$ cat src/hw/rtl/apts_pkg.sv
// shared types and constants for the aging priority scheduler
`timescale 1ns / 1ps
package apts_pkg;
    localparam logic [1:0] MODE_SETUP   = 2'd0;
    localparam logic [1:0] MODE_ENABLE  = 2'd1;
    localparam logic [1:0] MODE_DISABLE = 2'd2;
    localparam logic [1:0] MODE_TICK    = 2'd3;
    localparam int PRIO_W = 8;
    localparam int TIME_W = 32;
    localparam int AGED_W = 16;
    localparam logic [AGED_W-1:0] AGED_MAX = '1;

    // one task table row
    typedef struct packed {
        logic [PRIO_W-1:0] prio;
        logic [TIME_W-1:0] period;
        logic              evt;
        logic [TIME_W-1:0] last_run;
        logic [AGED_W-1:0] aged;
    } t_task;

    // divider handshake
    typedef struct packed {
        logic              start;
        logic [TIME_W-1:0] num;
        logic [TIME_W-1:0] den;
    } t_div_req;
endpackage

$ cat src/hw/rtl/aging_priority_task_scheduler_core.sv
// top level: task table and run queue memories, tick sequencer
`timescale 1ns / 1ps
// setup: the row is read, then written; enable/disable: each queue entry searched is read then
// checked, and on removal each later entry is read then shifted down; tick: a realtime scan reads
// each queue entry then its task row, then each task is updated, through the divider if it divides
// o_done strobes in the first cycle with busy low; a start held then transfers at its end earliest
// synchronous active-low reset clears control state; task table rows carry valid bits
// and read as their reset values until written; results cannot be stalled
module aging_priority_task_scheduler_core
    import apts_pkg::*;
#(
    parameter int TASK_SLOTS = 16
) (
    input  logic              i_clk,
    input  logic              i_rst_n,
    input  logic              start,
    output logic              busy,
    input  logic              i_cfg_we,
    input  logic [7:0]        i_cfg_wdata,
    input  logic [1:0]        i_mode,
    input  logic [3:0]        i_task_id,
    input  logic [7:0]        i_static_priority,
    input  logic [31:0]       i_period_us,
    input  logic              i_event_driven,
    input  logic [31:0]       i_now_us,
    input  logic [15:0]       i_signal_mask,
    output logic              o_done,
    output logic              o_accepted,
    output logic              o_task_valid,
    output logic [3:0]        o_selected_task,
    output logic [4:0]        o_waiting_count
);
    localparam int IW = (TASK_SLOTS > 1) ? $clog2(TASK_SLOTS) : 1;
    localparam int LW = $clog2(TASK_SLOTS + 1);

    localparam logic [4:0] S_IDLE   = 5'd0;
    localparam logic [4:0] S_SETUP  = 5'd1;
    localparam logic [4:0] S_SETW   = 5'd2;
    localparam logic [4:0] S_QRD    = 5'd3;
    localparam logic [4:0] S_QCHK   = 5'd4;
    localparam logic [4:0] S_SHRD   = 5'd5;
    localparam logic [4:0] S_SHWR   = 5'd6;
    localparam logic [4:0] S_RTRD   = 5'd7;
    localparam logic [4:0] S_RTQ    = 5'd8;
    localparam logic [4:0] S_RTCHK  = 5'd9;
    localparam logic [4:0] S_MQRD   = 5'd10;
    localparam logic [4:0] S_MQ     = 5'd11;
    localparam logic [4:0] S_MDIV   = 5'd12;
    localparam logic [4:0] S_MWAIT  = 5'd13;
    localparam logic [4:0] S_MUPD   = 5'd14;
    localparam logic [4:0] S_FIN    = 5'd15;
    localparam logic [4:0] S_RESULT = 5'd16;

    // memories
    logic [IW-1:0] m_queue [TASK_SLOTS];
    t_task         m_task  [TASK_SLOTS];
    logic [TASK_SLOTS-1:0] r_tvalid;

    logic [4:0]    r_state;
    logic [7:0]    r_rt_level;
    logic [LW-1:0] r_qlen;
    logic [LW-1:0] r_idx;
    logic [1:0]    r_mode;
    logic [3:0]    r_id;
    logic [7:0]    r_sprio;
    logic [31:0]   r_period, r_now;
    logic          r_evt;
    logic [15:0]   r_mask;
    logic          r_acc, r_found, r_rt_pend;
    logic [AGED_W-1:0] r_best;
    logic [IW-1:0] r_best_id;
    logic [4:0]    r_wait;
    logic [31:0]   r_dist;
    logic          r_rt_stop;
    logic [IW-1:0] r_qdata;
    t_task         r_trd;
    logic          r_trd_valid;
    logic [IW-1:0] r_cur;
    logic [31:0]   r_age;
    logic [39:0]   r_prod;
    logic          r_out_done;

    // queue port
    logic          q_we;
    logic [IW-1:0] q_waddr, q_wdata, q_raddr;
    // task port
    logic          t_we;
    logic [IW-1:0] t_waddr, t_raddr;
    t_task         t_wdata;

    t_div_req    w_div;
    logic        w_div_done;
    logic [31:0] w_quot;
    t_task       w_row;

    logic        w_is_rt;
    logic [31:0] w_next, w_diffn;
    logic        w_evt_sig;
    logic [IW-1:0] w_idx;
    logic        w_id_ok, w_qend, w_append;
    logic [40:0] w_sat_in;
    logic [AGED_W-1:0] w_sat;
    logic        w_upd, w_take;
    logic [AGED_W-1:0] w_na;

    apts_divider u_div (
        .i_clk  (i_clk),
        .i_rst_n(i_rst_n),
        .i_req  (w_div),
        .o_done (w_div_done),
        .o_quot (w_quot)
    );

    always_ff @(posedge i_clk) begin
        if (q_we) m_queue[q_waddr] <= q_wdata;
        r_qdata <= m_queue[q_raddr];
        if (t_we) m_task[t_waddr] <= t_wdata;
        r_trd       <= m_task[t_raddr];
        r_trd_valid <= r_tvalid[t_raddr];
    end

    // row as seen through valid bit
    always_comb begin
        if (r_trd_valid) w_row = r_trd;
        else begin
            w_row = '0;
            w_row.period = 32'd1;
        end
    end

    assign w_is_rt   = w_row.prio >= r_rt_level;
    assign w_next    = w_row.last_run + w_row.period;
    assign w_diffn   = r_now - w_next;
    // ids of 16 and up have no signal bit
    assign w_evt_sig = (32'(r_cur) < 32'd16) ? r_mask[4'(r_cur)] : 1'b0;

    assign w_idx    = r_idx[IW-1:0];
    assign w_id_ok  = (32'(r_id) < 32'(TASK_SLOTS));
    assign w_qend   = (r_idx >= r_qlen) || !w_id_ok;
    assign w_append = (r_state == S_QRD) && w_qend && (r_mode == MODE_ENABLE) && w_id_ok
                      && (r_qlen < LW'(TASK_SLOTS));

    assign w_sat_in = {1'b0, r_prod} + 41'd1;
    assign w_sat    = (w_sat_in > 41'(AGED_MAX)) ? AGED_MAX : w_sat_in[AGED_W-1:0];

    // aged priority update and selection for the task under r_cur
    always_comb begin
        if (w_row.evt) w_upd = (w_row.aged != '0) || w_evt_sig;
        else w_upd = (r_age != '0);
        w_na   = w_upd ? w_sat : w_row.aged;
        w_take = (w_na > r_best) && (!r_rt_pend || w_is_rt || r_age > 32'd1);
    end

    always_comb begin
        q_we = 1'b0; q_waddr = w_idx; q_wdata = r_qdata; q_raddr = w_idx;
        t_we = 1'b0; t_waddr = r_cur; t_wdata = w_row; t_raddr = r_cur;
        w_div = '0;
        w_div.num = r_now - w_row.last_run;
        w_div.den = w_row.period;
        unique case (r_state)
            S_SETUP: t_raddr = IW'(r_id);
            S_SETW: begin
                t_we = w_id_ok;
                t_waddr = IW'(r_id);
                t_wdata.prio = r_sprio;
                t_wdata.period = r_period;
                t_wdata.evt = r_evt;
            end
            S_QRD: begin
                if (w_append) begin
                    q_we = 1'b1;
                    q_waddr = IW'(r_qlen);
                    q_wdata = IW'(r_id);
                end
            end
            S_SHRD: q_raddr = IW'(r_idx + LW'(1));
            S_SHWR: q_we = 1'b1;
            S_RTQ: t_raddr = r_qdata;
            S_MQRD: begin
                if (r_idx >= r_qlen) t_raddr = r_best_id;
            end
            S_MQ: t_raddr = r_qdata;
            S_MDIV: w_div.start = w_row.evt ? (w_row.aged != '0) : 1'b1;
            S_MUPD: begin
                t_we = w_upd;
                t_wdata.aged = w_na;
            end
            S_FIN: begin
                t_we = r_found;
                t_waddr = r_best_id;
                t_wdata.last_run = r_now;
                t_wdata.aged = '0;
            end
            default: ;
        endcase
    end

    always_ff @(posedge i_clk) begin
        if (!i_rst_n) begin
            r_state    <= S_IDLE;
            r_rt_level <= 8'd6;
            r_qlen     <= '0;
            r_tvalid   <= '0;
            r_out_done <= 1'b0;
            r_acc      <= 1'b0;
            r_found    <= 1'b0;
            r_best_id  <= '0;
            r_wait     <= '0;
        end else begin
            r_out_done <= 1'b0;
            if (i_cfg_we) r_rt_level <= i_cfg_wdata;
            if (t_we) r_tvalid[t_waddr] <= 1'b1;
            unique case (r_state)
                S_IDLE: if (start) begin
                    r_mode <= i_mode; r_id <= i_task_id; r_sprio <= i_static_priority;
                    r_period <= i_period_us; r_evt <= i_event_driven;
                    r_now <= i_now_us; r_mask <= i_signal_mask;
                    r_idx <= '0; r_acc <= 1'b0; r_found <= 1'b0; r_best <= '0;
                    r_best_id <= '0; r_wait <= '0; r_dist <= '0; r_rt_stop <= 1'b0;
                    unique case (i_mode)
                        MODE_SETUP:   r_state <= S_SETUP;
                        MODE_ENABLE:  r_state <= S_QRD;
                        MODE_DISABLE: r_state <= S_QRD;
                        MODE_TICK:    r_state <= S_RTRD;
                    endcase
                end
                S_SETUP: r_state <= S_SETW;
                S_SETW: begin
                    r_acc <= 1'b1;
                    r_state <= S_RESULT;
                end
                S_QRD: begin
                    if (w_qend) begin
                        if (w_append) begin
                            r_qlen <= r_qlen + LW'(1);
                            r_acc <= 1'b1;
                        end
                        r_state <= S_RESULT;
                    end else r_state <= S_QCHK;
                end
                S_QCHK: begin
                    if (r_qdata == IW'(r_id)) begin
                        if (r_mode == MODE_DISABLE) begin
                            r_acc <= 1'b1;
                            r_state <= S_SHRD;
                        end else r_state <= S_RESULT;
                    end else begin
                        r_idx <= r_idx + LW'(1);
                        r_state <= S_QRD;
                    end
                end
                S_SHRD: begin
                    if (r_idx + LW'(1) >= r_qlen) begin
                        r_qlen <= r_qlen - LW'(1);
                        r_state <= S_RESULT;
                    end else r_state <= S_SHWR;
                end
                S_SHWR: begin
                    r_idx <= r_idx + LW'(1);
                    r_state <= S_SHRD;
                end
                // realtime scan: queue entry, then its task row
                S_RTRD: begin
                    if (r_idx >= r_qlen || r_rt_stop) begin
                        r_rt_pend <= (r_dist == '0);
                        r_idx <= '0;
                        r_state <= S_MQRD;
                    end else r_state <= S_RTQ;
                end
                S_RTQ: r_state <= S_RTCHK;
                S_RTCHK: begin
                    if (!w_is_rt) r_rt_stop <= 1'b1;
                    else begin
                        r_dist <= w_diffn[31] ? (w_next - r_now) : '0;
                        r_idx <= r_idx + LW'(1);
                    end
                    r_state <= S_RTRD;
                end
                S_MQRD: begin
                    if (r_idx >= r_qlen) r_state <= S_FIN;
                    else r_state <= S_MQ;
                end
                S_MQ: begin
                    r_cur <= r_qdata;
                    r_state <= S_MDIV;
                end
                S_MDIV: begin
                    if (w_div.start) r_state <= S_MWAIT;
                    else begin
                        r_age <= {31'd0, w_evt_sig};
                        r_prod <= {32'd0, w_row.prio};
                        r_state <= S_MUPD;
                    end
                end
                S_MWAIT: if (w_div_done) begin
                    r_age  <= w_quot;
                    r_prod <= 40'(w_row.prio) * 40'(w_quot);
                    r_state <= S_MUPD;
                end
                S_MUPD: begin
                    if (w_upd) r_wait <= (r_wait == 5'd31) ? r_wait : r_wait + 5'd1;
                    if (w_take) begin
                        r_best <= w_na; r_best_id <= r_cur; r_found <= 1'b1;
                    end
                    r_idx <= r_idx + LW'(1);
                    r_state <= S_MQRD;
                end
                // selected row is stamped with the tick time here
                S_FIN: begin
                    r_acc <= 1'b1;
                    r_state <= S_RESULT;
                end
                S_RESULT: begin
                    r_out_done <= 1'b1;
                    r_state <= S_IDLE;
                end
                default: r_state <= S_IDLE;
            endcase
        end
    end

    assign busy            = (r_state != S_IDLE);
    assign o_done          = r_out_done;
    assign o_accepted      = r_acc;
    assign o_task_valid    = r_found;
    assign o_selected_task = 4'(r_best_id);
    assign o_waiting_count = r_wait;

    a_done_idle: assert property (@(posedge i_clk) disable iff (!i_rst_n)
        o_done |-> !busy);
    a_done_pulse: assert property (@(posedge i_clk) disable iff (!i_rst_n)
        o_done |=> !o_done);
    a_valid_acc: assert property (@(posedge i_clk) disable iff (!i_rst_n)
        (o_done && o_task_valid) |-> o_accepted);
    a_reject_empty: assert property (@(posedge i_clk) disable iff (!i_rst_n)
        (o_done && !o_accepted) |-> (!o_task_valid && o_waiting_count == '0));
    a_qlen_range: assert property (@(posedge i_clk) disable iff (!i_rst_n)
        r_qlen <= LW'(TASK_SLOTS));
endmodule

$ cat src/hw/rtl/apts_divider.sv
// radix-2 restoring divider, one quotient bit per cycle
`timescale 1ns / 1ps
module apts_divider
    import apts_pkg::*;
(
    input  logic              i_clk,
    input  logic              i_rst_n,
    input  t_div_req          i_req,
    output logic              o_done,
    output logic [TIME_W-1:0] o_quot
);
    logic [TIME_W-1:0] r_quot, r_den;
    logic [TIME_W:0]   r_rem;
    logic [5:0]        r_cnt;
    logic              r_busy, r_done;
    logic [TIME_W:0]   w_sh;
    logic [TIME_W:0]   w_diff;

    assign w_sh   = {r_rem[TIME_W-1:0], r_quot[TIME_W-1]};
    assign w_diff = w_sh - {1'b0, r_den};

    always_ff @(posedge i_clk) begin
        if (!i_rst_n) begin
            r_busy <= 1'b0;
            r_done <= 1'b0;
            r_cnt  <= '0;
        end else begin
            r_done <= 1'b0;
            if (i_req.start) begin
                r_busy <= 1'b1;
                r_cnt  <= 6'd0;
                r_rem  <= '0;
                r_quot <= i_req.num;
                r_den  <= (i_req.den == '0) ? TIME_W'(1) : i_req.den;
            end else if (r_busy) begin
                if (!w_diff[TIME_W]) begin
                    r_rem  <= w_diff;
                    r_quot <= {r_quot[TIME_W-2:0], 1'b1};
                end else begin
                    r_rem  <= w_sh;
                    r_quot <= {r_quot[TIME_W-2:0], 1'b0};
                end
                r_cnt <= r_cnt + 6'd1;
                if (r_cnt == 6'(TIME_W - 1)) begin
                    r_busy <= 1'b0;
                    r_done <= 1'b1;
                end
            end
        end
    end
    assign o_done = r_done;
    assign o_quot = r_quot;
endmodule

$ cat config.mk
export PLATFORM = sky130hd
export DESIGN_NAME = aging_priority_task_scheduler_core
export DESIGN_NICKNAME = d
export VERILOG_FILES = /design/src/hw/rtl/apts_pkg.sv /design/src/hw/rtl/aging_priority_task_scheduler_core.sv /design/src/hw/rtl/apts_divider.sv
export SDC_FILE = /design/constraint.sdc
export NUM_CORES = 2
export LEC_CHECK = 0
export BUFFER_PORTS_ARGS = -buffer_cell sky130_fd_sc_hd__buf_2
export CORE_MARGIN = 2
export CORE_UTILIZATION = 35
export CTS_CLUSTER_DIAMETER = 40
export DETAILED_ROUTE_END_ITERATION = 10
export GPL_ROUTABILITY_DRIVEN = 0
export PLACE_DENSITY_LB_ADDON = 0.3
export SETUP_SLACK_MARGIN = 0.15
export SLEW_MARGIN = 25
export SYNTH_ARGS = -nofsm -noshare
export SYNTH_HDL_FRONTEND = slang
export SYNTH_SLANG_ARGS = --single-unit
export TNS_END_PERCENT = 30
$ cat constraint.sdc
create_clock -name i_clk -period 8 [get_ports i_clk]
set_input_delay 1.2 -clock i_clk [delete_from_list [all_inputs] [get_ports i_clk]]
set_output_delay 1.2 -clock i_clk [all_outputs]
set_load 0.005 [all_outputs]
; ---- After elaboration in Yosys (flattened, before gate mapping)
; Memories as Yosys holds them, arrays and structs flattened. A register that Yosys moved wholly into a read port is not among the register bits.
; Cells that the tools add are included.
[word_totals]
mem_count = 2
reg_bits = 377
word_cells = 232
out_inout_bits = 13
ramBits = 1488
[op_classes]
mul = 1
n_reduce_logical = 45
eq_ne = 39
magnitude_cmp = 11
addsub = 11
n_mux = 89
n_bitwise = 3
[mem_list]
columns = memory, words, word_bits, read_ports, rd_clocked_by_memory_dff, write_ports, line
row1 = m_task, 16, 89, 1, 1, 1, aging_priority_task_scheduler_core.sv:56  ; t_task m_task [TASK_SLOTS];
row2 = m_queue, 16, 4, 1, 1, 1, aging_priority_task_scheduler_core.sv:55  ; logic [IW-1:0] m_queue [TASK_SLOTS];
[op_table]
columns = cell, count
row1 = $mux W32, 10
row2 = $pmux W32 S2, 2
row3 = $sub A32 B32 Y32, 3
row4 = $mux W89, 1
row5 = $mux W40, 2
row6 = $pmux W40 S2, 1
row7 = $mux W5, 15
row8 = $pmux W5 S15, 1
row9 = $logic_not A32 Y1, 2
row10 = $mux W16, 4
row11 = $pmux W16 S2, 2
row12 = $add A40 B1 Y41 const B, 1
row13 = $gt A41 B16 Y1 const B, 1
row14 = $mux W41, 1
row15 = $eq A5 B4 Y1 const B, 8
row16 = $mul A8 B32 Y40, 1
row17 = $sub A33 B32 Y33, 1
row18 = $add A32 B32 Y32, 1
row19 = $gt A32 B1 Y1 const B, 1
row20 = $mux W4, 8
row21 = $reduce_bool A32 Y1, 1
row22 = $ne A2 B2 Y1 const B, 14
row23 = $pmux W5 S5, 1
row24 = $mux W1, 24
row25 = other kinds (46), 93

; ---- Depth between registers and ports, before layout
[depth]
ltp_word = 9
mapped_depth = 29
ltp_nobuf = 25

; ---- Hierarchy
; Synthesis repeated with hierarchy kept, for this count alone.
[hier_totals]
cells_unflattened = 6916
hier_area_um2 = 91122.4
[by_module_without_submodules]
columns = mod, area_per_inst_um2, n_inst, seq_area_each_um2, cells_each
row1 = aging_priority_task_scheduler_core, 85005.3, 1, 54272.1, 6345
row2 = apts_divider, 6117.1, 1, 3042.9, 571

; ---- Worst setup path before layout
; Ideal clock, no wire load.
[synth_path]
path_kind = flip-flop to flip-flop
start = register r_state[1]
end = memory m_task[4][0] in the netlist's numbering, enable pin
setup_ps = 537
n_path_buf = 3
path_slack_ps = 1507
stages_incl_launch_ff = 12
required_time_ps = 7463
arrival_ps = 5956
cell_sequence = dfxtp_1 clkbuf_1 nand2_1 nor2_1 and2_1 clkbuf_1 nor2_1 nand2_1 nand2_1 or2_2 clkbuf_1 nor2_1
[synth_between]
elab_chain_cells = 4
elab_cells_between_ends = 7
[synth_lines]
columns = item, line
row1 = from (decl), aging_priority_task_scheduler_core.sv:59  ; logic [4:0] r_state;
row2 = from (signal assigned), aging_priority_task_scheduler_core.sv:200  ; r_state <= S_IDLE;
row3 = from (signal assigned), aging_priority_task_scheduler_core.sv:221  ; MODE_SETUP: r_state <= S_SETUP;
row4 = from (signal assigned), aging_priority_task_scheduler_core.sv:222  ; MODE_ENABLE: r_state <= S_QRD;
row5 = $eq A5 B4 Y1 or $eq A5 B2 Y1 (tied branches), aging_priority_task_scheduler_core.sv:160  ; unique case (r_state)
row6 = $pmux W1 S3, aging_priority_task_scheduler_core.sv:160
row7 = $mux W1, aging_priority_task_scheduler_core.sv:117  ; if (t_we) m_task[t_waddr] <= t_wdata;
row8 = $mux W1 (not written as such), aging_priority_task_scheduler_core.sv:117
row9 = to (decl), aging_priority_task_scheduler_core.sv:56
; Several ways; a longest one is shown, not always the timed one.

; ---- Worst setup path in the final report
[layout_path]
start = register r_trd_valid
end = register r_prod[38], data pin
[layout_between]
elab_chain_cells = 4
[layout_lines]
columns = item, line
row1 = from (decl), aging_priority_task_scheduler_core.sv:77  ; logic r_trd_valid;
row2 = from (signal assigned), aging_priority_task_scheduler_core.sv:119  ; r_trd_valid <= r_tvalid[t_raddr];
row3 = $mux W89, aging_priority_task_scheduler_core.sv:124  ; if (r_trd_valid) w_row = r_trd;
row4 = $mul A8 B32 Y40, aging_priority_task_scheduler_core.sv:297  ; r_prod <= 40'(w_row.prio) * 40'(w_quot);
row5 = $mux W40, aging_priority_task_scheduler_core.sv:295  ; S_MWAIT: if (w_div_done) begin
row6 = $pmux W40 S2, aging_priority_task_scheduler_core.sv:213  ; unique case (r_state)
row7 = to (signal assigned), aging_priority_task_scheduler_core.sv:291  ; r_prod <= {32'd0, w_row.prio};
row8 = to (signal assigned), aging_priority_task_scheduler_core.sv:297
row9 = to (decl), aging_priority_task_scheduler_core.sv:80  ; logic [39:0] r_prod;
; No other way between the ends. The select of a mux whose other input is x is not followed.
; A chain may end at the register's enable or synchronous reset.

==> results.json <==
{
  "status": "completed",
  "synth.most_common_cell": "edfxtp_1",
  "worst_pin_slew_ps": 1040,
  "dp_hpwl_mm": 164,
  "ff2ff_setup_slack_ps": 1020,
  "drt_first_pass_iters": 6,
  "ys_ff_latch": 1958,
  "rsz0062_at_grt": "no",
  "syn_nets": 8102,
  "ir_drop_uv": 302,
  "start_kind": "flop",
  "yosysSeqAreaShare": 0.625,
  "yosysWarnings": 0,
  "initial_core_util": 0.353,
  "worstHoldPathType": "input port to flop",
  "cts_max_level": 5,
  "crit_path_end_kind": "flop",
  "synth_edf_count": 1810,
  "clock_tree.root_cell": "clkbuf_16",
  "power_density_nw_per_um2": 407,
  "clockBufferDepth": 4,
  "p_leak_uw": 0.0399,
  "path_clk_slew_ps": 50,
  "cp.depth": 20,
  "drv_slew": 0,
  "mappedNetlistArea_sq_um": 91600,
  "grt_usage": 0.204,
  "drc": 0,
  "max_stage_delay_ps": 700,
  "avgSynthCellArea_sq_um": 12.1,
  "post-cts-setup-buffer-count": 0,
  "criticalPathCategory": "flop to flop",
  "yosysTopAreaCellShare": 0.593,
  "netlist_instances": 7551,
  "final.min_clock_period_ps": 6980,
  "hold_depth": 1,
  "timing.setup.tns_ps": 0,
  "critical_path_arrival_ps": 7720,
  "synth_flop_cell": "edfxtp_1",
  "grt_max_degree": 156,
  "cts.sinks": 1958,
  "synth_area_leaders": "edfxtp_1, nand2_1, fa_1",
  "die_h_um": 516,
  "synth-async-reset-ratio": 0,
  "cap_viol_max_count": 0,
  "grt_pass1_vias": 60400,
  "finalCritPeriodShare": 0.872,
  "grt_pass1_wl_mm": 403,
  "cp_cell_sequence": "buf_4 > and2_1 > buf_4 > nand2_1 > fa_1 > fa_1 > fa_1 > fa_1 > inv_1 > ha_1 > a2111oi_0 > o21ai_0 > o21ai_0 > o31ai_1 > a2111oi_0 > nor2_1 > a211oi_1 > o21ai_0 > a21bo_1 > a21oi_1",
  "clkLatencyLatePin_ps": 980,
  "dieArea_sq_um": 266000,
  "postCtsHoldBufs": 0,
  "synth_top_area_cell": "edfxtp_1",
  "antenna_found_initial": 19,
  "vias": 62100,
  "critPathBufInv": 3,
  "ant_nets": 0,
  "cts-resized-gates": 0,
  "path_common_cell": "fa_1",
  "syn_to_final_growth_pct": 17.4,
  "drtIter0Drc": 6285,
  "drt_wl_total_mm": 276,
  "timing.final.hold_violations": 0,
  "drive_above_1_share": 0.116,
  "grt-ovfl-total": 0,
  "finalSetupViolCount": 0,
  "fin_skew_ps": 111,
  "fmax_mhz": 143,
  "critPathSlowestCell": "a2111oi_0",
  "die_x_um": 516,
  "ff2ff_path_depth": 20,
  "wl_per_cell_um": 24.0,
  "synth_common_cells": "edfxtp_1, nand2_1, nand3_1",
  "core_sq_um": 260000,
  "critPathMaxFanout": 55,
  "relSlewSlack": 0.309,
  "row_count": 187,
  "critPathTopFamily": "compound AO/OA/AOI/OAI gates",
  "vias_per_cell": 5.41,
  "synth.distinct_cells": 89,
  "final_util": 0.414,
  "pin_count": 120,
  "cts_buffers": 314,
  "port_buffers": 119,
  "tritoncts": "done",
  "final_nets": 8278,
  "crit_required_ps": 8740
}
## sequential cells by signal, indices dropped and copies added, names as in the netlist, 40 cells and up
signal	cells
m_queue	64
m_task	1424
r_prod	40
r_trd	89
## worst paths after layout
check                               endpoint            startpoint
worst min register to register  r_tvalid[14]          r_tvalid[14]
worst min-delay path              r_sprio[3]  i_static_priority[3]
worst max-delay path              r_prod[38]           r_trd_valid
worst max register to register    r_prod[38]           r_trd_valid
## final cells by class
| class | count | area (sq um) |
|---|---|---|
| antenna | 5 | 12.5 |
| clock buffer | 363 | 8270 |
| clock inverter | 194 | 2330 |
| fill | 24000 | 152000 |
| inverter | 345 | 1290 |
| multi-input combinational | 4838 | 31800 |
| sequential | 1958 | 57300 |
| tap | 3496 | 4370 |
| timing repair buffer | 270 | 2190 |
## cells in the final DEF, fill, tap and decap left out, drive strengths merged, types with 148 or more instances in the layout
master  Yosys  layout
a21oi     320     320
nand3     431     431
nand2    1546    1546
edfxtp   1810    1810
mux2i     201     201
ha        259     259
inv       343     386
and3      166     166
buf        65     270
a32oi     185     185
dfxtp     148     148
fa        185     185
nor2      324     324
clkbuf    345     363
o21ai     191     191
## where the power goes
part           switching, uW  total, uW  internal [uW]
logic                  11000      16500           5470
clock network           4900      13600           8700
registers                536      13700          13200
total                  16400      43800          27300
## stage by stage
| stage | power, uW | hold WS (ps) | cells | area, sq um | setup slack, ps |
|---|---|---|---|---|---|
| after detailed placement | 30100 | 442 | 10900 | 96900 | 1170 |
| after CTS | 43800 | 334 | 11500 | 108000 | 1150 |
| after global placement | 29900 | 435 | 10900 | 96900 | 1330 |
| after global routing | 46000 | 358 | 11500 | 108000 | 542 |
| after floorplan | 24600 | 424 | 7551 | 91600 | 1510 |
| final | 43800 | 398 | 11500 | 108000 | 1020 |
## layer usage
layer,GRT usage,vias to the layer above,routed length [um]
met5,0,-,79
met4,0.0653,14,8210
met3,0.0376,487,21600
met2,0.325,2516,128000
met1,0.280,31300,118000
li1,-,27800,-
## logic make-up after synthesis
family          count (synthesis)  share of synthesized area
compound gates               1037                     0.0748
fa+ha+maj                     444                     0.0758
simple gates                 2920                      0.143
flops                        1958                      0.625
buf+inv                       755                     0.0314
xor+xnor                      173                     0.0166
mux                           264                     0.0328
No activity file was read; power rests on OpenSTA's default activity.
